File: src/design/b64enc_pkg.sv
// Shared types, constants and the alphabet function of the base64 line encoder.
// No dependencies; the front, queue, back and top-level files refer to it by scoped names.

package b64enc_pkg;

  localparam logic [7:0] NlChar             = 8'd10;
  localparam logic [7:0] PadChar            = 8'd61;
  localparam logic [5:0] GroupsPerLineReset = 6'd19;

  // character slots of one group job, in emission order
  typedef enum logic [2:0] {
    SlotNlBefore = 3'd0,
    SlotC0       = 3'd1,
    SlotC1       = 3'd2,
    SlotC2       = 3'd3,
    SlotC3       = 3'd4,
    SlotNlAfter  = 3'd5
  } slot_e;

  // configuration register index
  typedef enum logic {
    RegAppendEol     = 1'b0,
    RegGroupsPerLine = 1'b1
  } reg_e;

  // one group ready for emission, passed from front to back
  typedef struct packed {
    logic       nl_before;
    logic       eol_after;
    logic [1:0] nbytes;
    logic [7:0] b1;
    logic [7:0] b2;
    logic [7:0] b3;
  } job_t;

  // standard base64 alphabet
  function automatic logic [7:0] b64_char(input logic [5:0] v);
    logic [7:0] c;
    if (v < 6'd26) begin
      c = 8'd65 + {2'b00, v};
    end else if (v < 6'd52) begin
      c = 8'd71 + {2'b00, v};
    end else if (v < 6'd62) begin
      c = {2'b00, v} - 8'd4;
    end else if (v == 6'd62) begin
      c = 8'd43;
    end else begin
      c = 8'd47;
    end
    return c;
  endfunction

endpackage

File: src/design/b64enc_in_if.sv
// Input byte channel of the base64 line encoder: valid/ready plus payload.
// No dependencies.

interface b64enc_in_if;
  logic       valid;
  logic       ready;
  logic [7:0] data_byte;
  logic       final_byte;

  modport source (output valid, output data_byte, output final_byte, input ready);
  modport sink   (input valid, input data_byte, input final_byte, output ready);
endinterface

File: src/design/b64enc_out_if.sv
// Output character channel of the base64 line encoder: valid/ready plus payload.
// No dependencies.

interface b64enc_out_if;
  logic       valid;
  logic       ready;
  logic [7:0] out_char;
  logic       run_end;

  modport source (output valid, output out_char, output run_end, input ready);
  modport sink   (input valid, input out_char, input run_end, output ready);
endinterface

File: src/design/b64enc_front.sv
// Front end: accepts bytes, gathers 3-byte groups, tracks line position, issues jobs.
// Depends on b64enc_pkg and b64enc_in_if.

module b64enc_front (
  input  logic                clk_i,
  input  logic                rst_ni,
  b64enc_in_if.sink           in_if,
  input  logic                append_eol_i,
  input  logic [5:0]          groups_per_line_i,
  input  logic                q_full_i,
  output logic                push_o,
  output b64enc_pkg::job_t    job_o
);

  logic [15:0] held_q, held_d;
  logic [1:0]  phase_q, phase_d;
  logic [5:0]  cnt_q, cnt_d;
  logic        fire;
  logic        store_only;
  logic        nl_needed;

  assign in_if.ready = !q_full_i;
  assign fire        = in_if.valid && in_if.ready;
  assign store_only  = !in_if.final_byte && (phase_q != 2'd2);
  assign push_o      = fire && !store_only;
  assign nl_needed   = (cnt_q != 6'd0) && (cnt_q >= groups_per_line_i);

  always_comb begin
    job_o.nl_before = nl_needed;
    job_o.eol_after = in_if.final_byte && append_eol_i;
    job_o.nbytes    = phase_q + 2'd1;
    case (phase_q)
      2'd0: begin
        job_o.b1 = in_if.data_byte;
        job_o.b2 = 8'd0;
        job_o.b3 = 8'd0;
      end
      2'd1: begin
        job_o.b1 = held_q[7:0];
        job_o.b2 = in_if.data_byte;
        job_o.b3 = 8'd0;
      end
      default: begin
        job_o.b1 = held_q[15:8];
        job_o.b2 = held_q[7:0];
        job_o.b3 = in_if.data_byte;
      end
    endcase
  end

  always_comb begin
    held_d  = held_q;
    phase_d = phase_q;
    cnt_d   = cnt_q;
    if (fire) begin
      if (store_only) begin
        held_d  = {held_q[7:0], in_if.data_byte};
        phase_d = phase_q + 2'd1;
      end else begin
        held_d  = 16'd0;
        phase_d = 2'd0;
        if (in_if.final_byte) begin
          cnt_d = 6'd0;
        end else if (nl_needed) begin
          cnt_d = 6'd1;
        end else begin
          cnt_d = cnt_q + 6'd1;
        end
      end
    end
  end

  always_ff @(posedge clk_i or negedge rst_ni) begin
    if (!rst_ni) begin
      held_q  <= 16'd0;
      phase_q <= 2'd0;
      cnt_q   <= 6'd0;
    end else begin
      held_q  <= held_d;
      phase_q <= phase_d;
      cnt_q   <= cnt_d;
    end
  end

  a_phase_range: assert property (@(posedge clk_i) disable iff (!rst_ni)
    phase_q != 2'd3)
    else $error("group phase reached three held bytes");

endmodule

File: src/design/b64enc_fifo.sv
// Two-entry job queue between front and back ends.
// Depends on b64enc_pkg.

module b64enc_fifo (
  input  logic                clk_i,
  input  logic                rst_ni,
  input  logic                push_i,
  input  b64enc_pkg::job_t    job_i,
  input  logic                pop_i,
  output b64enc_pkg::job_t    job_o,
  output logic                full_o,
  output logic                empty_o
);

  b64enc_pkg::job_t mem_q [2];
  logic       wr_ptr_q;
  logic       rd_ptr_q;
  logic [1:0] count_q;

  assign full_o  = (count_q == 2'd2);
  assign empty_o = (count_q == 2'd0);
  assign job_o   = mem_q[rd_ptr_q];

  always_ff @(posedge clk_i) begin
    if (push_i) begin
      mem_q[wr_ptr_q] <= job_i;
    end
  end

  always_ff @(posedge clk_i or negedge rst_ni) begin
    if (!rst_ni) begin
      wr_ptr_q <= 1'b0;
      rd_ptr_q <= 1'b0;
      count_q  <= 2'd0;
    end else begin
      if (push_i) begin
        wr_ptr_q <= !wr_ptr_q;
      end
      if (pop_i) begin
        rd_ptr_q <= !rd_ptr_q;
      end
      if (push_i && !pop_i) begin
        count_q <= count_q + 2'd1;
      end else if (pop_i && !push_i) begin
        count_q <= count_q - 2'd1;
      end
    end
  end

  a_no_overflow: assert property (@(posedge clk_i) disable iff (!rst_ni)
    push_i |-> (!full_o || pop_i))
    else $error("job pushed into a full queue");

  a_no_underflow: assert property (@(posedge clk_i) disable iff (!rst_ni)
    pop_i |-> !empty_o)
    else $error("job popped from an empty queue");

  a_count_up: assert property (@(posedge clk_i) disable iff (!rst_ni)
    (push_i && !pop_i) |=> (count_q == $past(count_q) + 2'd1))
    else $error("queue count did not advance on push");

endmodule

File: src/design/b64enc_back.sv
// Back end: takes one group job at a time and emits its characters one per cycle while the receiver is ready.
// Depends on b64enc_pkg and b64enc_out_if.

module b64enc_back (
  input  logic                clk_i,
  input  logic                rst_ni,
  input  logic                q_empty_i,
  input  b64enc_pkg::job_t    job_i,
  output logic                pop_o,
  b64enc_out_if.source        out_if
);

  logic                busy_q;
  b64enc_pkg::job_t    job_q;
  b64enc_pkg::slot_e   slot_q;
  b64enc_pkg::slot_e   last_slot;
  logic                fire;
  logic                done;
  logic [5:0]          sextet;
  logic                pad;
  logic                newline;

  assign last_slot = job_q.eol_after ? b64enc_pkg::SlotNlAfter : b64enc_pkg::SlotC3;
  assign fire      = out_if.valid && out_if.ready;
  assign done      = fire && (slot_q == last_slot);
  assign pop_o     = !q_empty_i && (!busy_q || done);

  always_comb begin
    sextet  = 6'd0;
    pad     = 1'b0;
    newline = 1'b0;
    unique case (slot_q) inside
      b64enc_pkg::SlotNlBefore, b64enc_pkg::SlotNlAfter: newline = 1'b1;
      b64enc_pkg::SlotC0: sextet = job_q.b1[7:2];
      b64enc_pkg::SlotC1: sextet = {job_q.b1[1:0], job_q.b2[7:4]};
      b64enc_pkg::SlotC2: begin
        sextet = {job_q.b2[3:0], job_q.b3[7:6]};
        pad    = (job_q.nbytes == 2'd1);
      end
      b64enc_pkg::SlotC3: begin
        sextet = job_q.b3[5:0];
        pad    = (job_q.nbytes != 2'd3);
      end
      default: newline = 1'b1;
    endcase
  end

  assign out_if.valid    = busy_q;
  assign out_if.run_end  = (slot_q == last_slot);
  assign out_if.out_char = newline ? b64enc_pkg::NlChar :
                           pad     ? b64enc_pkg::PadChar :
                                     b64enc_pkg::b64_char(sextet);

  always_ff @(posedge clk_i) begin
    if (pop_o) begin
      job_q <= job_i;
    end
  end

  always_ff @(posedge clk_i or negedge rst_ni) begin
    if (!rst_ni) begin
      busy_q <= 1'b0;
      slot_q <= b64enc_pkg::SlotC0;
    end else if (pop_o) begin
      busy_q <= 1'b1;
      slot_q <= job_i.nl_before ? b64enc_pkg::SlotNlBefore : b64enc_pkg::SlotC0;
    end else if (done) begin
      busy_q <= 1'b0;
    end else if (fire) begin
      slot_q <= b64enc_pkg::slot_e'(slot_q + 3'd1);
    end
  end

  a_idle_after_last: assert property (@(posedge clk_i) disable iff (!rst_ni)
    (done && !pop_o) |=> !busy_q)
    else $error("back end stayed busy after the last character");

endmodule

File: src/design/base64_line_wrapped_encoder.sv
// Top level of the base64 line encoder: APB registers and the front/queue/back chain.
// Depends on b64enc_pkg, b64enc_in_if, b64enc_out_if, b64enc_front, b64enc_fifo,
// b64enc_back.
//
// Usage: message bytes enter on in_if (valid/ready), final_byte set on the last one.
// Encoded characters leave on out_if, one per transfer; run_end marks the last
// character caused by an input byte (bytes that only fill a group cause none).
// Registers over APB: 0x0 append_eol (bit 0), 0x4 groups_per_line (bits 5:0).
// Write them only while the block is idle; reads return the stored values.
// With the back end idle, a group's job is written to the job queue when its last
// byte is taken, then loaded into the back end, which offers its first character.
// The output emits one character per cycle while the receiver is ready; input bytes
// are taken one per cycle while the two-entry job queue has room, so a sustained
// stream runs at the output rate of 4 characters per 3 bytes plus a newline per line.
// A final byte may yield up to six characters (newline, four, newline).
// Reset clears the group, line count and queue and loads append_eol = 0,
// groups_per_line = 19. When the receiver stalls, the current character holds
// and input is still taken until the job queue fills.

module base64_line_wrapped_encoder (
  input  logic         clk_i,
  input  logic         rst_ni,
  b64enc_in_if.sink    in_if,
  b64enc_out_if.source out_if,
  input  logic         psel,
  input  logic         penable,
  input  logic         pwrite,
  input  logic [2:0]   paddr,
  input  logic [31:0]  pwdata,
  output logic [31:0]  prdata,
  output logic         pready
);

  logic             append_eol_q;
  logic [5:0]       gpl_q;
  logic             cfg_wr;
  logic             push;
  logic             pop;
  logic             q_full;
  logic             q_empty;
  b64enc_pkg::job_t job_in;
  b64enc_pkg::job_t job_out;

  assign pready = 1'b1;
  assign cfg_wr = psel && penable && pwrite;

  always_comb begin
    unique case (b64enc_pkg::reg_e'(paddr[2]))
      b64enc_pkg::RegAppendEol:     prdata = {31'd0, append_eol_q};
      b64enc_pkg::RegGroupsPerLine: prdata = {26'd0, gpl_q};
      default:                      prdata = 32'd0;
    endcase
  end

  always_ff @(posedge clk_i or negedge rst_ni) begin
    if (!rst_ni) begin
      append_eol_q <= 1'b0;
      gpl_q        <= b64enc_pkg::GroupsPerLineReset;
    end else if (cfg_wr) begin
      unique case (b64enc_pkg::reg_e'(paddr[2]))
        b64enc_pkg::RegAppendEol:     append_eol_q <= pwdata[0];
        b64enc_pkg::RegGroupsPerLine: gpl_q        <= pwdata[5:0];
        default: ;
      endcase
    end
  end

  b64enc_front u_front (
    .clk_i             (clk_i),
    .rst_ni            (rst_ni),
    .in_if             (in_if),
    .append_eol_i      (append_eol_q),
    .groups_per_line_i (gpl_q),
    .q_full_i          (q_full),
    .push_o            (push),
    .job_o             (job_in)
  );

  b64enc_fifo u_fifo (
    .clk_i   (clk_i),
    .rst_ni  (rst_ni),
    .push_i  (push),
    .job_i   (job_in),
    .pop_i   (pop),
    .job_o   (job_out),
    .full_o  (q_full),
    .empty_o (q_empty)
  );

  b64enc_back u_back (
    .clk_i     (clk_i),
    .rst_ni    (rst_ni),
    .q_empty_i (q_empty),
    .job_i     (job_out),
    .pop_o     (pop),
    .out_if    (out_if)
  );

endmodule
File: src/flat_wrapper.sv
// flat-port wrapper written by rule: the top's interface ports become plain ports
module base64_line_wrapped_encoder_flat 
  (clk_i, rst_ni, psel, penable, pwrite, paddr, pwdata, prdata, pready, in_if_valid, in_if_data_byte, in_if_final_byte, in_if_ready, out_if_valid, out_if_out_char, out_if_run_end, out_if_ready);
  b64enc_in_if in_if_i ();
  b64enc_out_if out_if_i ();
  input  logic clk_i;
  input  logic rst_ni;
  input  logic psel;
  input  logic penable;
  input  logic pwrite;
  input  logic [2:0] paddr;
  input  logic [31:0] pwdata;
  output logic [31:0] prdata;
  output logic pready;
  input wire logic [$bits(in_if_i.valid)-1:0] in_if_valid;
  input wire logic [$bits(in_if_i.data_byte)-1:0] in_if_data_byte;
  input wire logic [$bits(in_if_i.final_byte)-1:0] in_if_final_byte;
  output wire logic [$bits(in_if_i.ready)-1:0] in_if_ready;
  output wire logic [$bits(out_if_i.valid)-1:0] out_if_valid;
  output wire logic [$bits(out_if_i.out_char)-1:0] out_if_out_char;
  output wire logic [$bits(out_if_i.run_end)-1:0] out_if_run_end;
  input wire logic [$bits(out_if_i.ready)-1:0] out_if_ready;
  assign in_if_i.valid = in_if_valid;
  assign in_if_i.data_byte = in_if_data_byte;
  assign in_if_i.final_byte = in_if_final_byte;
  assign in_if_ready = in_if_i.ready;
  assign out_if_valid = out_if_i.valid;
  assign out_if_out_char = out_if_i.out_char;
  assign out_if_run_end = out_if_i.run_end;
  assign out_if_i.ready = out_if_ready;
  base64_line_wrapped_encoder u_core (.clk_i(clk_i), .rst_ni(rst_ni), .in_if(in_if_i), .out_if(out_if_i), .psel(psel), .penable(penable), .pwrite(pwrite), .paddr(paddr), .pwdata(pwdata), .prdata(prdata), .pready(pready));
endmodule
File: config.mk
export PLATFORM = sky130hd
export DESIGN_NAME = base64_line_wrapped_encoder_flat
export DESIGN_NICKNAME = d
export VERILOG_FILES = /design/src/design/b64enc_pkg.sv /design/src/design/b64enc_in_if.sv /design/src/design/b64enc_out_if.sv /design/src/design/b64enc_front.sv /design/src/design/b64enc_fifo.sv /design/src/design/b64enc_back.sv /design/src/design/base64_line_wrapped_encoder.sv /design/src/flat_wrapper.sv
export SDC_FILE = /design/constraint.sdc
export NUM_CORES = 1
export LEC_CHECK = 0
export CORE_ASPECT_RATIO = 1.2
export CORE_MARGIN = 2
export CORE_UTILIZATION = 30
export DETAILED_ROUTE_END_ITERATION = 8
export DONT_BUFFER_PORTS = 1
export PLACE_DENSITY_LB_ADDON = 0.15
export SYNTH_ARGS = -nofsm -noshare
export SYNTH_HDL_FRONTEND = slang
export SYNTH_SLANG_ARGS = --single-unit
File: constraint.sdc
create_clock -name clk_i -period 4.87 [get_ports clk_i]
set_input_delay 0.2435 -clock clk_i [delete_from_list [all_inputs] [get_ports clk_i]]
set_output_delay 0.2435 -clock clk_i [all_outputs]
set_load 0.01 [all_outputs]
Word level (Yosys, flattened, before mapping)
Memory sizes are Yosys's and may differ from the RTL's.
Cells that the tools add are included.
{ "classes": {"add_sub_neg": 8, "magnitude_cmp": 4, "eq_ne": 12, "n_mux": 25, "bitwise": 2, "n_reduce_logical": 33} }
{ "ops": {"columns": ["operator", "count"], "rows": [
  ["one-hot mux 32 bit (2 select lines)", 1],
  ["one-hot mux 24 bit (2 select lines)", 1],
  ["two-way mux 8 bit", 5],
  ["one-hot mux 6 bit (4 select lines)", 1],
  ["adder 7 x 6 -> 8 bit (first input constant)", 2],
  ["two-way mux 16 bit", 1],
  ["logical AND 1 bit", 12],
  ["less-than comparator 6 bit (second input constant)", 2],
  ["two-way mux 3 bit", 4],
  ["two-way mux 6 bit", 2],
  ["zero test 1 bit", 9],
  ["AND reduction 2 bit", 4],
  ["subtractor 6 x 3 -> 7 bit (second input constant)", 1],
  ["adder 6 x 1 -> 6 bit (second input constant)", 1],
  ["equality test 3 x 2 -> 1 bit (second input constant)", 2],
  ["equality test 6 bit (second input constant)", 1],
  ["greater-or-equal comparator 6 bit", 1],
  ["less-than comparator 6 x 5 -> 1 bit (second input constant)", 1],
  ["two-way mux 1 bit", 6],
  ["two-way mux 2 bit", 3],
  ["nonzero test 2 bit", 3],
  ["nonzero test 6 bit", 1],
  ["adder 2 x 1 -> 2 bit (second input constant)", 2],
  ["equality test 2 x 1 -> 1 bit (second input constant)", 2],
  ["13 further kinds", 16]
]} }
{ "totals": {"reg_bits": 66, "ramBits": 56, "output_inout_bits": 44, "n_memories": 1} }
{ "mem_list": {"columns": ["memory", "words", "word_bits", "read_ports", "rd_ports_with_merged_regs", "write_ports", "line", "rtl"], "rows": [
  ["u_core.u_fifo.mem_q", 2, 28, 1, 0, 1, "b64enc_fifo.sv:15", "b64enc_pkg::job_t mem_q [2];"]
]} }

Longest topological paths before layout
Gate-level depths: netlist of the first run.
{ "depth": {"word_depth": 9, "depth_mapped": 14, "mapped_depth_nobuf": 11} }

Hierarchy
A second synthesis of the first run with hierarchy kept.
{ "unflattened": {"hier_cells": 480, "hier_area_um2": 6234.7} }
{ "modules_own_cells": {"columns": ["module", "instances", "cells_per_inst", "area_each_um2", "seq_area_each_um2"], "rows": [
  ["b64enc_fifo", 1, 103, 2254.7, 1781.7],
  ["b64enc_back", 1, 171, 1889.3, 912.1],
  ["b64enc_front", 1, 155, 1544.0, 600.6],
  ["base64_line_wrapped_encoder", 1, 51, 546.8, 178.9]
]} }

Least setup slack after synthesis of the first run
Ideal clock, no wire load.
{ "synth_timing": {"path_kind": "reg2reg", "start": "reg u_core.u_back.slot_q[2]", "end": "reg u_core.u_fifo.count_q[1]", "arrival_time_ps": 2684, "t_required_ps": 4791, "setup_slack_ps": 2106, "path_stages_with_launch": 12, "cell_sequence": "dfrtp_1 -> buf_6 -> buf_8 -> inv_1 -> nor3_4 -> nand2_1 -> a21oi_2 -> inv_1 -> ha_1 -> xor2_1 -> nor2_1 -> xor2_1"} }
{ "synth_between": {"elab_chain_len": 7, "elab_cells_between_ends": 9, "classes_between": "eq/ne (1); mux (1); reduce/logical (7)"} }
{ "synth_lines": {"columns": ["item", "line", "rtl"], "rows": [
  ["start: declaration", "b64enc_back.sv:15", "b64enc_pkg::slot_e slot_q;"],
  ["start signal: assignment", "b64enc_back.sv:63", "slot_q <= b64enc_pkg::SlotC0;"],
  ["start signal: assignment", "b64enc_back.sv:66", "slot_q <= job_i.nl_before ? b64enc_pkg::SlotNlBefore : b64enc_pkg::SlotC0;"],
  ["start signal: assignment", "b64enc_back.sv:70", "slot_q <= b64enc_pkg::slot_e'(slot_q + 3'd1);"],
  ["equality test 3 bit (*)", null, null],
  ["named net out_if_run_end", "flat_wrapper.sv:21", "output wire logic [$bits(out_if_i.run_end)-1:0] out_if_run_end;"],
  ["logical AND 1 bit (*)", "b64enc_back.sv:25", "assign done = fire && (slot_q == last_slot);"],
  ["logical OR 1 bit (*)", "b64enc_back.sv:26", "assign pop_o = !q_empty_i && (!busy_q || done);"],
  ["logical AND 1 bit (*)", "b64enc_back.sv:26", null],
  ["named net u_core.pop", "base64_line_wrapped_encoder.sv:38", "logic pop;"],
  ["zero test 1 bit", "b64enc_fifo.sv:42", "if (push_i && !pop_i) begin"],
  ["logical AND 1 bit", "b64enc_fifo.sv:42", null],
  ["two-way mux 2 bit / nonzero test 2 bit (equally long branches)", null, null],
  ["end signal: assignment", "b64enc_fifo.sv:43", "count_q <= count_q + 2'd1;"],
  ["end signal: assignment", "b64enc_fifo.sv:45", "count_q <= count_q - 2'd1;"],
  ["end: declaration", "b64enc_fifo.sv:18", "logic [1:0] count_q;"]
]} }
Mark *: on every way through the listed nets, which the timed path passes. The rest lies on a longest branch.
A chain may end at the register's enable or synchronous reset.

Final worst setup path of the first run
{ "layout_timing": {"start": "reg u_core.u_back.slot_q[2]", "end": "out out_if_out_char[3]"} }
{ "layout_between": {"elab_chain_len": 8, "elab_cells_between_ends": 18, "classes_between": "add/sub (3); order compare (3); eq/ne (4); mux (7); reduce/logical (1)"} }
{ "layout_lines": {"columns": ["item", "line", "rtl"], "rows": [
  ["equality test 3 bit (no source line), or another cell as far along", null, null],
  ["one-hot mux 6 bit (4 select lines)", "b64enc_back.sv:32", "unique case (slot_q) inside"],
  ["subtractor 6 x 3 -> 7 bit / less-than comparator 6 bit (equally long branches)", "b64enc_pkg.sv:44, b64enc_pkg.sv:43", null],
  ["two-way mux 8 bit", "b64enc_pkg.sv:43", "end else if (v < 6'd62) begin"],
  ["two-way mux 8 bit", "b64enc_pkg.sv:41", "end else if (v < 6'd52) begin"],
  ["two-way mux 8 bit", "b64enc_pkg.sv:39", "if (v < 6'd26) begin"],
  ["two-way mux 8 bit", "b64enc_back.sv:51", "pad ? b64enc_pkg::PadChar :"],
  ["two-way mux 8 bit (*)", "b64enc_back.sv:50", "assign out_if.out_char = newline ? b64enc_pkg::NlChar :"],
  ["end: declaration", "flat_wrapper.sv:20", "output wire logic [$bits(out_if_i.out_char)-1:0] out_if_out_char;"]
]} }
Mark *: on every way between the ends. The rest lies on a longest branch, timed or not.

==> flow_results.xml, run 1 <==
<?xml version="1.0" encoding="UTF-8"?>
<metrics>
  <group name="pwr">
    <metric name="power.density_cell_area" unit="nW/µm²">652</metric>
    <metric name="power.switching" unit="mW">1.59</metric>
    <metric name="power" unit="mW">4.48</metric>
    <metric name="pwr-share-comb" unit="">0.357</metric>
    <metric name="power_report.internal_total" unit="mW">2.89</metric>
    <metric name="power_frac_clock" unit="">0.268</metric>
    <metric name="sw_frac_of_total" unit="">0.355</metric>
    <metric name="seqPwrFrac" unit="">0.375</metric>
    <metric name="worst_supply_voltage_drop_on_vdd" unit="mV">0.307</metric>
    <metric name="leakagePower" unit="nW">2.67</metric>
  </group>
  <group name="worst_setup_path">
    <metric name="crit_chain" unit="">inv_1, ha_1, a32oi_2, o21ai_4, inv_1, ha_1, nand3b_4, mux2_2, nand3_1, o211ai_1</metric>
    <metric name="timing.critical_path.arrival" unit="ns">3.39</metric>
    <metric name="critical-path-max-stage-delay" unit="ns">0.81</metric>
    <metric name="worst_setup_path_end_kind" unit="">output pin</metric>
    <metric name="worst_path_max_delay_cell" unit="">sky130_fd_sc_hd__dfrtp_1</metric>
    <metric name="start_kind" unit="">register</metric>
    <metric name="critical-path-top-delay-family" unit="">flip-flops</metric>
    <metric name="critical_path_required" unit="ns">4.63</metric>
    <metric name="crit_buf_inv" unit="">2</metric>
    <metric name="path_class" unit="">reg -&gt; out</metric>
    <metric name="cp_max_fo" unit="">17</metric>
  </group>
  <group name="synthesis">
    <metric name="edff_count_synth" unit="">83</metric>
    <metric name="synth_area" unit="µm²">5940</metric>
    <metric name="netlist_top_cells_area" unit="">sky130_fd_sc_hd__edfxtp_1 (42%), sky130_fd_sc_hd__dfrtp_1 (15%), sky130_fd_sc_hd__mux2_2 (7.0%)</metric>
    <metric name="ys_seq_area_frac" unit="">0.585</metric>
    <metric name="netlist_instances" unit="">455</metric>
    <metric name="ys_ff_latch" unit="">122</metric>
    <metric name="synthArstFlopShare" unit="">0.320</metric>
    <metric name="syn-mean-instance-area" unit="µm²">13.1</metric>
    <metric name="most_instantiated_flip_flop_cell_in_the_synthesis_netlist" unit="">sky130_fd_sc_hd__edfxtp_1</metric>
    <metric name="synthDominantCellAreaShare" unit="">0.420</metric>
    <metric name="ys_warn_count" unit="">0</metric>
    <metric name="most_instantiated_cells_after_synthesis" unit="">sky130_fd_sc_hd__edfxtp_1 (83), sky130_fd_sc_hd__nand2_1 (40), sky130_fd_sc_hd__mux2_2 (37)</metric>
    <metric name="yosys.cell_count.top_type" unit="">sky130_fd_sc_hd__edfxtp_1</metric>
    <metric name="synth.largest_area_cell" unit="">sky130_fd_sc_hd__edfxtp_1</metric>
    <metric name="netlist-cell-type-count" unit="">58</metric>
  </group>
  <group name="clocking">
    <metric name="bufs_on_longest_clock_path" unit="">2</metric>
    <metric name="cts_htree_levels" unit="">4</metric>
    <metric name="clkSinkCount" unit="">122</metric>
    <metric name="worst_path_clk_slew" unit="ns">0.05</metric>
    <metric name="worst_skew_pair.late_latency" unit="ns">0.41</metric>
    <metric name="cts_buffer_count" unit="">17</metric>
    <metric name="tritoncts" unit="">built</metric>
    <metric name="clock-root-buffer" unit="">sky130_fd_sc_hd__clkbuf_16</metric>
  </group>
  <group name="global_route">
    <metric name="grt_max_degree" unit="">40</metric>
    <metric name="globalRoute.totalOverflow" unit="">0</metric>
    <metric name="antenna_found_initial" unit="">0</metric>
    <metric name="track_usage" unit="">0.112</metric>
    <metric name="number_of_global_route_vias_before_repair" unit="">3472</metric>
    <metric name="wire_length_of_the_first_global_routing_pass" unit="µm">18100</metric>
  </group>
  <group name="timing">
    <metric name="fmaxAchievable" unit="MHz">276</metric>
    <metric name="slew_headroom" unit="">0.237</metric>
    <metric name="setup_viol" unit="">0</metric>
    <metric name="min_period_over_period" unit="">0.745</metric>
    <metric name="final.setup_skew" unit="ns">0.0103</metric>
    <metric name="hold_viol_final" unit="">0</metric>
    <metric name="setup_tns_final" unit="ns">0</metric>
    <metric name="slew_limit_fails" unit="">0</metric>
    <metric name="timing_worst_slew_pin_value" unit="ns">1.14</metric>
    <metric name="rsz0062_at_grt" unit="">false</metric>
    <metric name="finalWorstPathRequiredPeriod" unit="ns">3.63</metric>
    <metric name="post-route-worst-setup-slack" unit="ns">1.24</metric>
  </group>
  <group name="layout">
    <metric name="fillerInstances" unit="">1977</metric>
    <metric name="ff_latch_area" unit="µm²">3470</metric>
    <metric name="insertedDiodeCount" unit="">0</metric>
    <metric name="area.growth.synth_to_final" unit="%">15.6</metric>
    <metric name="drive_above_1_share" unit="">0.204</metric>
    <metric name="multi_input_comb_area" unit="µm²">2200</metric>
    <metric name="fin_nets" unit="">550</metric>
  </group>
  <group name="route">
    <metric name="drc" unit="">0</metric>
    <metric name="detail_route.wirelength" unit="µm">11000</metric>
    <metric name="drt_pass1_iterations" unit="">4</metric>
    <metric name="count_of_antenna_violating_nets_left_after_detailed_routing" unit="">0</metric>
    <metric name="num_vias" unit="">3392</metric>
    <metric name="drt-vias-per-instance" unit="">4.51</metric>
    <metric name="drt-wirelength-per-cell" unit="µm">14.7</metric>
    <metric name="detailedRoute.firstIterationViolations" unit="">125</metric>
  </group>
  <group name="place">
    <metric name="post-dp-hpwl" unit="µm">7550</metric>
    <metric name="pre_cts_slack" unit="ns">1.62</metric>
    <metric name="final_wtd_congestion" unit="">0.787</metric>
    <metric name="place.port_buffers" unit="">0</metric>
  </group>
  <group name="die">
    <metric name="rows" unit="">56</metric>
    <metric name="fp.dieH" unit="µm">158</metric>
    <metric name="core" unit="µm²">19500</metric>
    <metric name="floorplan.initialDensity" unit="">0.305</metric>
    <metric name="chipWidth" unit="µm">132</metric>
    <metric name="top_level_ports" unit="">95</metric>
    <metric name="die_area" unit="µm²">20900</metric>
  </group>
  <group name="flow_run">
    <metric name="max_cap_viol_count" unit="">0</metric>
  </group>
  <group name="status">
    <metric name="status" unit="">completed</metric>
  </group>
  <group name="hold_path">
    <metric name="type_of_the_most_critical_hold_path" unit="">in -&gt; reg</metric>
  </group>
</metrics>
==> registers in the layout (all words and copies together) (netlist names) <==
register and flops:
u_core.append_eol_q 1, u_core.gpl_q 6, u_core.u_back.job_q 27, u_core.u_back.out_if.valid 1, u_core.u_back.slot_q 3, u_core.u_fifo.count_q 2
u_core.u_fifo.mem_q 56, u_core.u_fifo.rd_ptr_q 1, u_core.u_fifo.wr_ptr_q 1, u_core.u_front.cnt_q 6, u_core.u_front.held_q 16, u_core.u_front.phase_q 2
==> power by group through the flow <==
stage	clock network, mW	registers, mW	logic, mW
after floorplan	0	1.63	1.33
after global placement	0	1.69	1.58
after detailed placement	0	1.70	1.60
after CTS	1.24	1.68	1.63
after global routing	1.28	1.71	1.81
final	1.20	1.68	1.60
==> kinds of logic after synthesis <==
family,synth area share
AOI/OAI and AO/OA,0.126
xor gates and xnor gates,0.0177
other,0.00126
buffers and inverters,0.0628
DFF,0.585
adders and majority gates,0.0442
and+or+nand+nor,0.0853
muxes,0.0777
==> routing by layer <==
| metal | track usage | up-vias | routed length [µm] |
|---|---|---|---|
| li1 | - | 1668 | - |
| met1 | 0.139 | 1650 | 5280 |
| met2 | 0.186 | 62 | 5270 |
| met3 | 0.0288 | 12 | 332 |
| met4 | 0.0445 | 0 | 167 |
| met5 | 0 | - | 0 |
==> stage by stage <==
step,instances,util,hold WS [ns],cell area [µm²]
after global placement,703,0.314,-0.0510,6110
after global routing,752,0.353,0.0658,6870
after detailed placement,703,0.314,-0.0510,6110
after floorplan,480,-,-0.0521,6030
final,752,0.353,0.0694,6870
after CTS,752,0.353,0.0397,6870
==> placed cells by master (no fill, tap or decap), types with 6 or more instances in the layout <==
cell | netlist | layout
sky130_fd_sc_hd__dlygate4sd3_1 | 0 | 16
sky130_fd_sc_hd__a22oi_1 | 15 | 15
sky130_fd_sc_hd__conb_1 | 2 | 27
sky130_fd_sc_hd__nand2_1 | 40 | 40
sky130_fd_sc_hd__xor2_1 | 6 | 6
sky130_fd_sc_hd__clkbuf_16 | 0 | 17
sky130_fd_sc_hd__edfxtp_1 | 83 | 83
sky130_fd_sc_hd__mux2_2 | 37 | 37
sky130_fd_sc_hd__xnor2_1 | 6 | 6
sky130_fd_sc_hd__o21ai_0 | 11 | 11
sky130_fd_sc_hd__a21oi_1 | 12 | 12
sky130_fd_sc_hd__nor2_1 | 12 | 11
sky130_fd_sc_hd__ha_1 | 21 | 21
sky130_fd_sc_hd__nor3_1 | 6 | 6
sky130_fd_sc_hd__and2_1 | 16 | 16
sky130_fd_sc_hd__dfrtp_1 | 35 | 35
sky130_fd_sc_hd__a22o_1 | 25 | 25
sky130_fd_sc_hd__inv_1 | 21 | 21
sky130_fd_sc_hd__nand3_1 | 7 | 7
==> cell type report <==
cell class	instances	area share
well taps	261	0.0476
inverters	22	0.0120
multi-input cells	294	0.320
clock buffers	17	0.0620
repair buffers	21	0.0306
clock inverters	15	0.0222
flip-flops and latches	122	0.506
==> repair_timing <==
item | 4_1_cts | 5_1_grt
endpoints found under the setup margin | 0 | 0
hold buffers | 17 | 0
resized for setup | 0 | 0
hold endpoints to repair | 55 | 0
setup buffers | 0 | 0
==> final timing paths <==
check	start	to	slack [ns]	cells after the start
max in group asynchronous	rst_ni	u_core.gpl_q[0]	4.30	2
min in group asynchronous	rst_ni	u_core.u_front.cnt_q[3]	0.31	2
worst min-delay path	in_if_data_byte[6]	u_core.u_fifo.mem_q[0][22]	0.07	2
worst min register to register	u_core.u_fifo.count_q[1]	u_core.u_fifo.count_q[1]	0.50	1
worst max register to register	u_core.u_back.slot_q[2]	u_core.u_fifo.count_q[1]	2.05	9
worst max-delay path	u_core.u_back.slot_q[2]	out_if_out_char[3]	1.24	10
(Power assumes the default switching activity.)
==> run 2: changes to the inputs <==
Clock period 4.87 ns to 2.9 ns, I/O delays scaled along.
==> run 2 against run 1 <==
Critical endpoint is now out_if_out_char[4]. Cell area up 4.9%. Clock skew down 0.0019 ns. Largest power group is now combinational cells. Worst hold slack worse by 0.045 ns. Cell count up 2.7%. Clock power up 73%. Combinational power up 100%. First-iteration DRC count up 19%. Sequential power up 67%. Die area unchanged. Total power up 81%. Routed wire length up 1.8%. Sequential cell count unchanged.
==> flow_results.xml, run 2 (synthesis results as in run 1) <==
<?xml version="1.0" encoding="UTF-8"?>
<metrics>
  <group name="worst_setup_path">
    <metric name="rrSetupSlack" unit="ns">0.64</metric>
    <metric name="worst_setup_path_end_kind" unit="">output pin</metric>
    <metric name="critical_path_required" unit="ns">2.76</metric>
    <metric name="path_class" unit="">reg -&gt; out</metric>
    <metric name="worst_r2r_startpoint" unit="">u_core.u_front.cnt_q[0]</metric>
    <metric name="cp_max_fo" unit="">8</metric>
    <metric name="timing.critical_path.arrival" unit="ns">2.65</metric>
    <metric name="reg2reg_to" unit="">u_core.u_front.cnt_q[0]</metric>
    <metric name="start_kind" unit="">register</metric>
    <metric name="timing.reg2reg.worst_path_depth" unit="">8</metric>
  </group>
  <group name="layout">
    <metric name="most-common-layout-cells" unit="">sky130_fd_sc_hd__edfxtp_1 (83), sky130_fd_sc_hd__nand2_1 (40), sky130_fd_sc_hd__mux2_2 (36)</metric>
    <metric name="fin_nets" unit="">570</metric>
    <metric name="multi_input_comb_area" unit="µm²">2360</metric>
    <metric name="ff_latch_area" unit="µm²">3470</metric>
    <metric name="regMostFlops" unit="">u_core.u_fifo.mem_q</metric>
    <metric name="insertedDiodeCount" unit="">0</metric>
    <metric name="fin_cells" unit="">772</metric>
    <metric name="largestRegisters" unit="">u_core.u_fifo.mem_q (56), u_core.u_back.job_q (27), u_core.u_front.held_q (16)</metric>
    <metric name="largest_register_ff_count" unit="">56</metric>
    <metric name="drive_above_1_share" unit="">0.274</metric>
    <metric name="fillerInstances" unit="">1902</metric>
    <metric name="layout.cells.most_common" unit="">sky130_fd_sc_hd__edfxtp_1</metric>
    <metric name="area.growth.synth_to_final" unit="%">21.3</metric>
  </group>
  <group name="route">
    <metric name="num_vias" unit="">3536</metric>
    <metric name="drt_pass1_iterations" unit="">4</metric>
    <metric name="detail_route.wirelength" unit="µm">11200</metric>
    <metric name="drt-wirelength-per-cell" unit="µm">14.6</metric>
    <metric name="detailedRoute.firstIterationViolations" unit="">149</metric>
    <metric name="drc" unit="">0</metric>
    <metric name="drt-vias-per-instance" unit="">4.58</metric>
    <metric name="count_of_antenna_violating_nets_left_after_detailed_routing" unit="">0</metric>
  </group>
  <group name="timing">
    <metric name="finalWorstPathRequiredPeriod" unit="ns">2.80</metric>
    <metric name="fmaxAchievable" unit="MHz">358</metric>
    <metric name="slew_headroom" unit="">0.224</metric>
    <metric name="final.setup_skew" unit="ns">0.00832</metric>
    <metric name="setup_viol" unit="">0</metric>
    <metric name="hold_viol_final" unit="">0</metric>
    <metric name="hold-worst-slack" unit="ns">0.0239</metric>
    <metric name="slew_limit_fails" unit="">0</metric>
    <metric name="rsz0062_at_grt" unit="">true</metric>
    <metric name="timing_worst_slew_pin_value" unit="ns">1.16</metric>
    <metric name="min_period_over_period" unit="">0.964</metric>
    <metric name="setup_tns_final" unit="ns">0</metric>
  </group>
  <group name="place">
    <metric name="place.port_buffers" unit="">0</metric>
    <metric name="dp_cells" unit="">712</metric>
    <metric name="final_wtd_congestion" unit="">0.774</metric>
    <metric name="post-dp-hpwl" unit="µm">7660</metric>
  </group>
  <group name="global_route">
    <metric name="grt_max_degree" unit="">40</metric>
    <metric name="grt.met2_usage" unit="">0.185</metric>
    <metric name="antenna_found_initial" unit="">0</metric>
    <metric name="track_usage" unit="">0.111</metric>
    <metric name="globalRoute.totalOverflow" unit="">0</metric>
    <metric name="grt.met3_usage" unit="">0.0291</metric>
    <metric name="number_of_global_route_vias_before_repair" unit="">3457</metric>
    <metric name="grt-busiest-layer" unit="">met2</metric>
    <metric name="met1_usage" unit="">0.137</metric>
    <metric name="wire_length_of_the_first_global_routing_pass" unit="µm">18000</metric>
  </group>
  <group name="clocking">
    <metric name="clkSinkCount" unit="">122</metric>
    <metric name="cts_htree_levels" unit="">4</metric>
    <metric name="bufs_on_longest_clock_path" unit="">2</metric>
    <metric name="worst_skew_pair.late_latency" unit="ns">0.40</metric>
    <metric name="worst_path_clk_slew" unit="ns">0.06</metric>
    <metric name="clock-root-buffer" unit="">sky130_fd_sc_hd__clkbuf_16</metric>
    <metric name="cts_buffer_count" unit="">17</metric>
    <metric name="tritoncts" unit="">built</metric>
  </group>
  <group name="hold_path">
    <metric name="timing.hold.worst.start" unit="">in_if_data_byte[6]</metric>
    <metric name="type_of_the_most_critical_hold_path" unit="">in -&gt; reg</metric>
    <metric name="worstHoldEndpoint" unit="">u_core.u_fifo.mem_q[1][14]</metric>
    <metric name="min_path_cells" unit="">1</metric>
  </group>
  <group name="flow_run">
    <metric name="max_cap_viol_count" unit="">0</metric>
  </group>
  <group name="die">
    <metric name="core" unit="µm²">19500</metric>
    <metric name="top_level_ports" unit="">95</metric>
    <metric name="rows" unit="">56</metric>
    <metric name="floorplan.initialDensity" unit="">0.305</metric>
    <metric name="die_area" unit="µm²">20900</metric>
    <metric name="chipWidth" unit="µm">132</metric>
    <metric name="fp.dieH" unit="µm">158</metric>
  </group>
  <group name="pwr">
    <metric name="worst_supply_voltage_drop_on_vdd" unit="mV">0.435</metric>
    <metric name="leakagePower" unit="nW">2.79</metric>
    <metric name="power.density_cell_area" unit="nW/µm²">1130</metric>
  </group>
  <group name="status">
    <metric name="status" unit="">completed</metric>
  </group>
</metrics>
-- run 2: final cells by class --
type | instances | area share
multi-input combinational | 294 | 0.327
inverter | 22 | 0.0118
clock buffer | 17 | 0.0591
tap | 261 | 0.0453
clock inverter | 15 | 0.0233
sequential | 122 | 0.482
timing repair buffer | 41 | 0.0507
-- run 2: per-layer routing --
layer  part of all wire  wire length, µm  vias up
met1               0.45             5080     1728
met2               0.50             5590       85
met3              0.036              410        9
li1                   -                -     1714
met4              0.014              159        0
met5                  0                0        -
-- run 2: worst max-delay path by stage --
| stage | start | endpoint | slack [ns] | depth (start not counted) |
|---|---|---|---|---|
| 3_5_place_dp | u_core.u_back.slot_q[0] | out_if_out_char[3] | 0.21 | 10 |
| 5_1_grt | u_core.u_back.slot_q[0] | out_if_out_char[4] | -0.04 | 11 |
| 4_1_cts | u_core.u_back.slot_q[0] | out_if_out_char[4] | 0.005 | 11 |
| 6_report | u_core.u_back.slot_q[0] | out_if_out_char[4] | 0.10 | 10 |
| 3_3_place_gp | u_core.u_back.slot_q[0] | out_if_out_char[3] | 0.24 | 10 |
| 2_1_floorplan | u_core.u_back.slot_q[2] | u_core.u_fifo.count_q[1] | 0.14 | 11 |
-- run 2: power breakdown --
group	internal [mW]	switching, mW
Sequential	2.53	0.268
Clock	1.28	0.783
Combinational	1.41	1.85
-- run 2: through the flow --
| step | setup slack (ns) | total power, mW | cell area [µm²] | util |
|---|---|---|---|---|
| final | 0.104 | 8.13 | 7200 | 0.370 |
| after global routing | -0.0439 | 8.65 | 7200 | 0.370 |
| after CTS | 0.00461 | 7.99 | 7060 | 0.362 |
| after detailed placement | 0.208 | 5.68 | 6180 | 0.317 |
| after global placement | 0.244 | 5.63 | 6180 | 0.317 |
| after floorplan | 0.136 | 4.97 | 6030 | - |
-- run 2: what timing repair did --
item	in CTS	in global routing
pin swaps	2	6
hold buffers	19	0
gates resized for setup	14	21
buffers inserted	5	4
endpoints found under the setup margin	6	7
endpoints found under the hold margin	97	0
-- run 2: critical path, stage by stage, from the launching register on --
cell                      delay (ns)
sky130_fd_sc_hd__dfstp_2        0.63
sky130_fd_sc_hd__inv_4          0.07
sky130_fd_sc_hd__ha_4           0.20
sky130_fd_sc_hd__a32oi_4        0.25
sky130_fd_sc_hd__o21ai_4        0.12
sky130_fd_sc_hd__ha_4           0.19
sky130_fd_sc_hd__a22o_4         0.27
sky130_fd_sc_hd__a21o_2         0.24
sky130_fd_sc_hd__nand2_1        0.08
sky130_fd_sc_hd__o21ai_1        0.06
sky130_fd_sc_hd__buf_4          0.15
==> run 3: changes to the inputs <==
Settings changed: HOLD_SLACK_MARGIN set to 0.12.
==> run 3 against run 2 <==
Global-route usage did not move. Critical path type unchanged. Core utilization up 0.34 points. Worst setup slack barely moved.
==> flow_results.xml, run 3 (synthesis results as in run 1) <==
<?xml version="1.0" encoding="UTF-8"?>
<metrics>
  <group name="worst_setup_path">
    <metric name="path_class" unit="">reg -&gt; out</metric>
    <metric name="start_kind" unit="">register</metric>
    <metric name="worst_setup_path_end_kind" unit="">output pin</metric>
    <metric name="critical_path_required" unit="ns">2.76</metric>
    <metric name="cp_max_fo" unit="">8</metric>
    <metric name="timing.critical_path.arrival" unit="ns">2.65</metric>
  </group>
  <group name="die">
    <metric name="floorplan.initialDensity" unit="">0.305</metric>
    <metric name="die_area" unit="µm²">20900</metric>
    <metric name="rows" unit="">56</metric>
    <metric name="top_level_ports" unit="">95</metric>
    <metric name="fp.dieH" unit="µm">158</metric>
    <metric name="core" unit="µm²">19500</metric>
    <metric name="chipWidth" unit="µm">132</metric>
  </group>
  <group name="route">
    <metric name="drt_pass1_iterations" unit="">4</metric>
    <metric name="drc" unit="">0</metric>
    <metric name="count_of_antenna_violating_nets_left_after_detailed_routing" unit="">0</metric>
    <metric name="drt-vias-per-instance" unit="">4.58</metric>
    <metric name="detail_route.wirelength" unit="µm">11300</metric>
    <metric name="drt-wirelength-per-cell" unit="µm">14.5</metric>
    <metric name="detailedRoute.firstIterationViolations" unit="">158</metric>
    <metric name="num_vias" unit="">3567</metric>
  </group>
  <group name="global_route">
    <metric name="globalRoute.totalOverflow" unit="">0</metric>
    <metric name="grt-busiest-layer" unit="">met2</metric>
    <metric name="number_of_global_route_vias_before_repair" unit="">3495</metric>
    <metric name="antenna_found_initial" unit="">0</metric>
    <metric name="track_usage" unit="">0.111</metric>
    <metric name="met1_usage" unit="">0.136</metric>
    <metric name="grt_max_degree" unit="">40</metric>
    <metric name="wire_length_of_the_first_global_routing_pass" unit="µm">18100</metric>
    <metric name="grt.met2_usage" unit="">0.187</metric>
    <metric name="grt.met3_usage" unit="">0.0282</metric>
  </group>
  <group name="flow_run">
    <metric name="max_cap_viol_count" unit="">0</metric>
  </group>
  <group name="clocking">
    <metric name="cts_buffer_count" unit="">17</metric>
    <metric name="bufs_on_longest_clock_path" unit="">2</metric>
    <metric name="clkSinkCount" unit="">122</metric>
    <metric name="cts_htree_levels" unit="">4</metric>
    <metric name="tritoncts" unit="">built</metric>
    <metric name="clock-root-buffer" unit="">sky130_fd_sc_hd__clkbuf_16</metric>
    <metric name="worst_skew_pair.late_latency" unit="ns">0.40</metric>
    <metric name="worst_path_clk_slew" unit="ns">0.06</metric>
  </group>
  <group name="pwr">
    <metric name="power" unit="mW">8.18</metric>
    <metric name="leakagePower" unit="nW">2.83</metric>
    <metric name="worst_supply_voltage_drop_on_vdd" unit="mV">0.435</metric>
    <metric name="power.density_cell_area" unit="nW/µm²">1130</metric>
  </group>
  <group name="timing">
    <metric name="hold-worst-slack" unit="ns">0.199</metric>
    <metric name="hold_viol_final" unit="">0</metric>
    <metric name="rsz0062_at_grt" unit="">true</metric>
    <metric name="timing_worst_slew_pin_value" unit="ns">0.734</metric>
    <metric name="min_period_over_period" unit="">0.964</metric>
    <metric name="finalWorstPathRequiredPeriod" unit="ns">2.80</metric>
    <metric name="slew_limit_fails" unit="">0</metric>
    <metric name="setup_tns_final" unit="ns">0</metric>
    <metric name="fmaxAchievable" unit="MHz">358</metric>
    <metric name="final.setup_skew" unit="ns">0.00782</metric>
    <metric name="setup_viol" unit="">0</metric>
    <metric name="slew_headroom" unit="">0.509</metric>
  </group>
  <group name="hold_path">
    <metric name="type_of_the_most_critical_hold_path" unit="">in -&gt; reg</metric>
  </group>
  <group name="layout">
    <metric name="drive_above_1_share" unit="">0.271</metric>
    <metric name="area.growth.synth_to_final" unit="%">22.4</metric>
    <metric name="fillerInstances" unit="">1903</metric>
    <metric name="most-common-layout-cells" unit="">sky130_fd_sc_hd__edfxtp_1 (83), sky130_fd_sc_hd__nand2_1 (40), sky130_fd_sc_hd__mux2_2 (36)</metric>
    <metric name="largest_register_ff_count" unit="">56</metric>
    <metric name="final_core_utilization" unit="">0.373</metric>
    <metric name="regMostFlops" unit="">u_core.u_fifo.mem_q</metric>
    <metric name="largestRegisters" unit="">u_core.u_fifo.mem_q (56), u_core.u_back.job_q (27), u_core.u_front.held_q (16)</metric>
    <metric name="fin_nets" unit="">576</metric>
    <metric name="insertedDiodeCount" unit="">0</metric>
    <metric name="layout.cells.most_common" unit="">sky130_fd_sc_hd__edfxtp_1</metric>
  </group>
  <group name="place">
    <metric name="place.port_buffers" unit="">0</metric>
    <metric name="post-dp-hpwl" unit="µm">7660</metric>
    <metric name="final_wtd_congestion" unit="">0.774</metric>
  </group>
  <group name="status">
    <metric name="status" unit="">completed</metric>
  </group>
</metrics>
[run 3: cell count changes in the layout (fill, tap and decap cells not counted), sizes merged]
cell,delta
dlygate4sd3,+6
[run 3: path summary, 6_finish.rpt]
check	startpoint	end	slack, ns	cells after the start
max	u_core.u_back.slot_q[0]	out_if_out_char[4]	0.10	10
min reg2reg	u_core.u_fifo.wr_ptr_q	u_core.u_fifo.wr_ptr_q	0.50	1
max in group asynchronous	rst_ni	u_core.gpl_q[0]	2.43	2
min in group asynchronous	rst_ni	u_core.u_fifo.count_q[0]	0.21	2
min	paddr[2]	u_core.gpl_q[2]	0.20	2
max reg2reg	u_core.u_fifo.count_q[0]	u_core.u_front.held_q[5]	0.50	6
[run 3: critical path, cell delays in order (launching register included)]
cell and delay, ns:
sky130_fd_sc_hd__dfstp_2 0.63, sky130_fd_sc_hd__inv_4 0.07, sky130_fd_sc_hd__ha_4 0.20, sky130_fd_sc_hd__a32oi_4 0.25, sky130_fd_sc_hd__o21ai_4 0.12, sky130_fd_sc_hd__ha_4 0.19, sky130_fd_sc_hd__a22o_4 0.27, sky130_fd_sc_hd__a21o_2 0.24
sky130_fd_sc_hd__nand2_1 0.08, sky130_fd_sc_hd__o21ai_1 0.06, sky130_fd_sc_hd__buf_4 0.15
[run 3: repair_timing]
action / 4_1_cts / 5_1_grt
cloned: 0 / 0
setup endpoints to repair: 6 / 11
endpoints found under the hold margin: 112 / 0
hold buffers: 25 / 0
pin swaps: 2 / 6
resized for setup: 14 / 22
setup buffers: 5 / 4
[run 3: power breakdown]
part	internal (mW)	switching [mW]	total, mW	leakage, nW
Combinational	1.45	1.87	3.32	1.28
Sequential	2.53	0.270	2.80	1.26
Clock	1.28	0.783	2.07	0.290
[run 3: per-layer routing]
layer  vias up  wire [µm]  share of wire
li1       1728          -              -
met1      1737       5080           0.45
met2        93       5610           0.50
met3         9        410          0.036
met4         0        159          0.014
met5         -          0              0
[run 3: through the flow]
stage	cell area (µm²)	cells	setup WS, ns
floorplan	6030	480	0.136
global placement	6180	712	0.244
detailed placement	6180	712	0.208
CTS	7120	774	0.00461
global route	7270	778	-0.0439
finish	7270	778	0.104
[run 3: area by class of cell]
class / count / area, µm² / area share
repair buffers: 47 / 425 / 0.0585
multi-input cells: 294 / 2360 / 0.325
flip-flops and latches: 122 / 3470 / 0.478
clock buffers: 17 / 425 / 0.0585
inverters: 22 / 85.1 / 0.0117
well taps: 261 / 327 / 0.0449
clock inverters: 15 / 168 / 0.0231
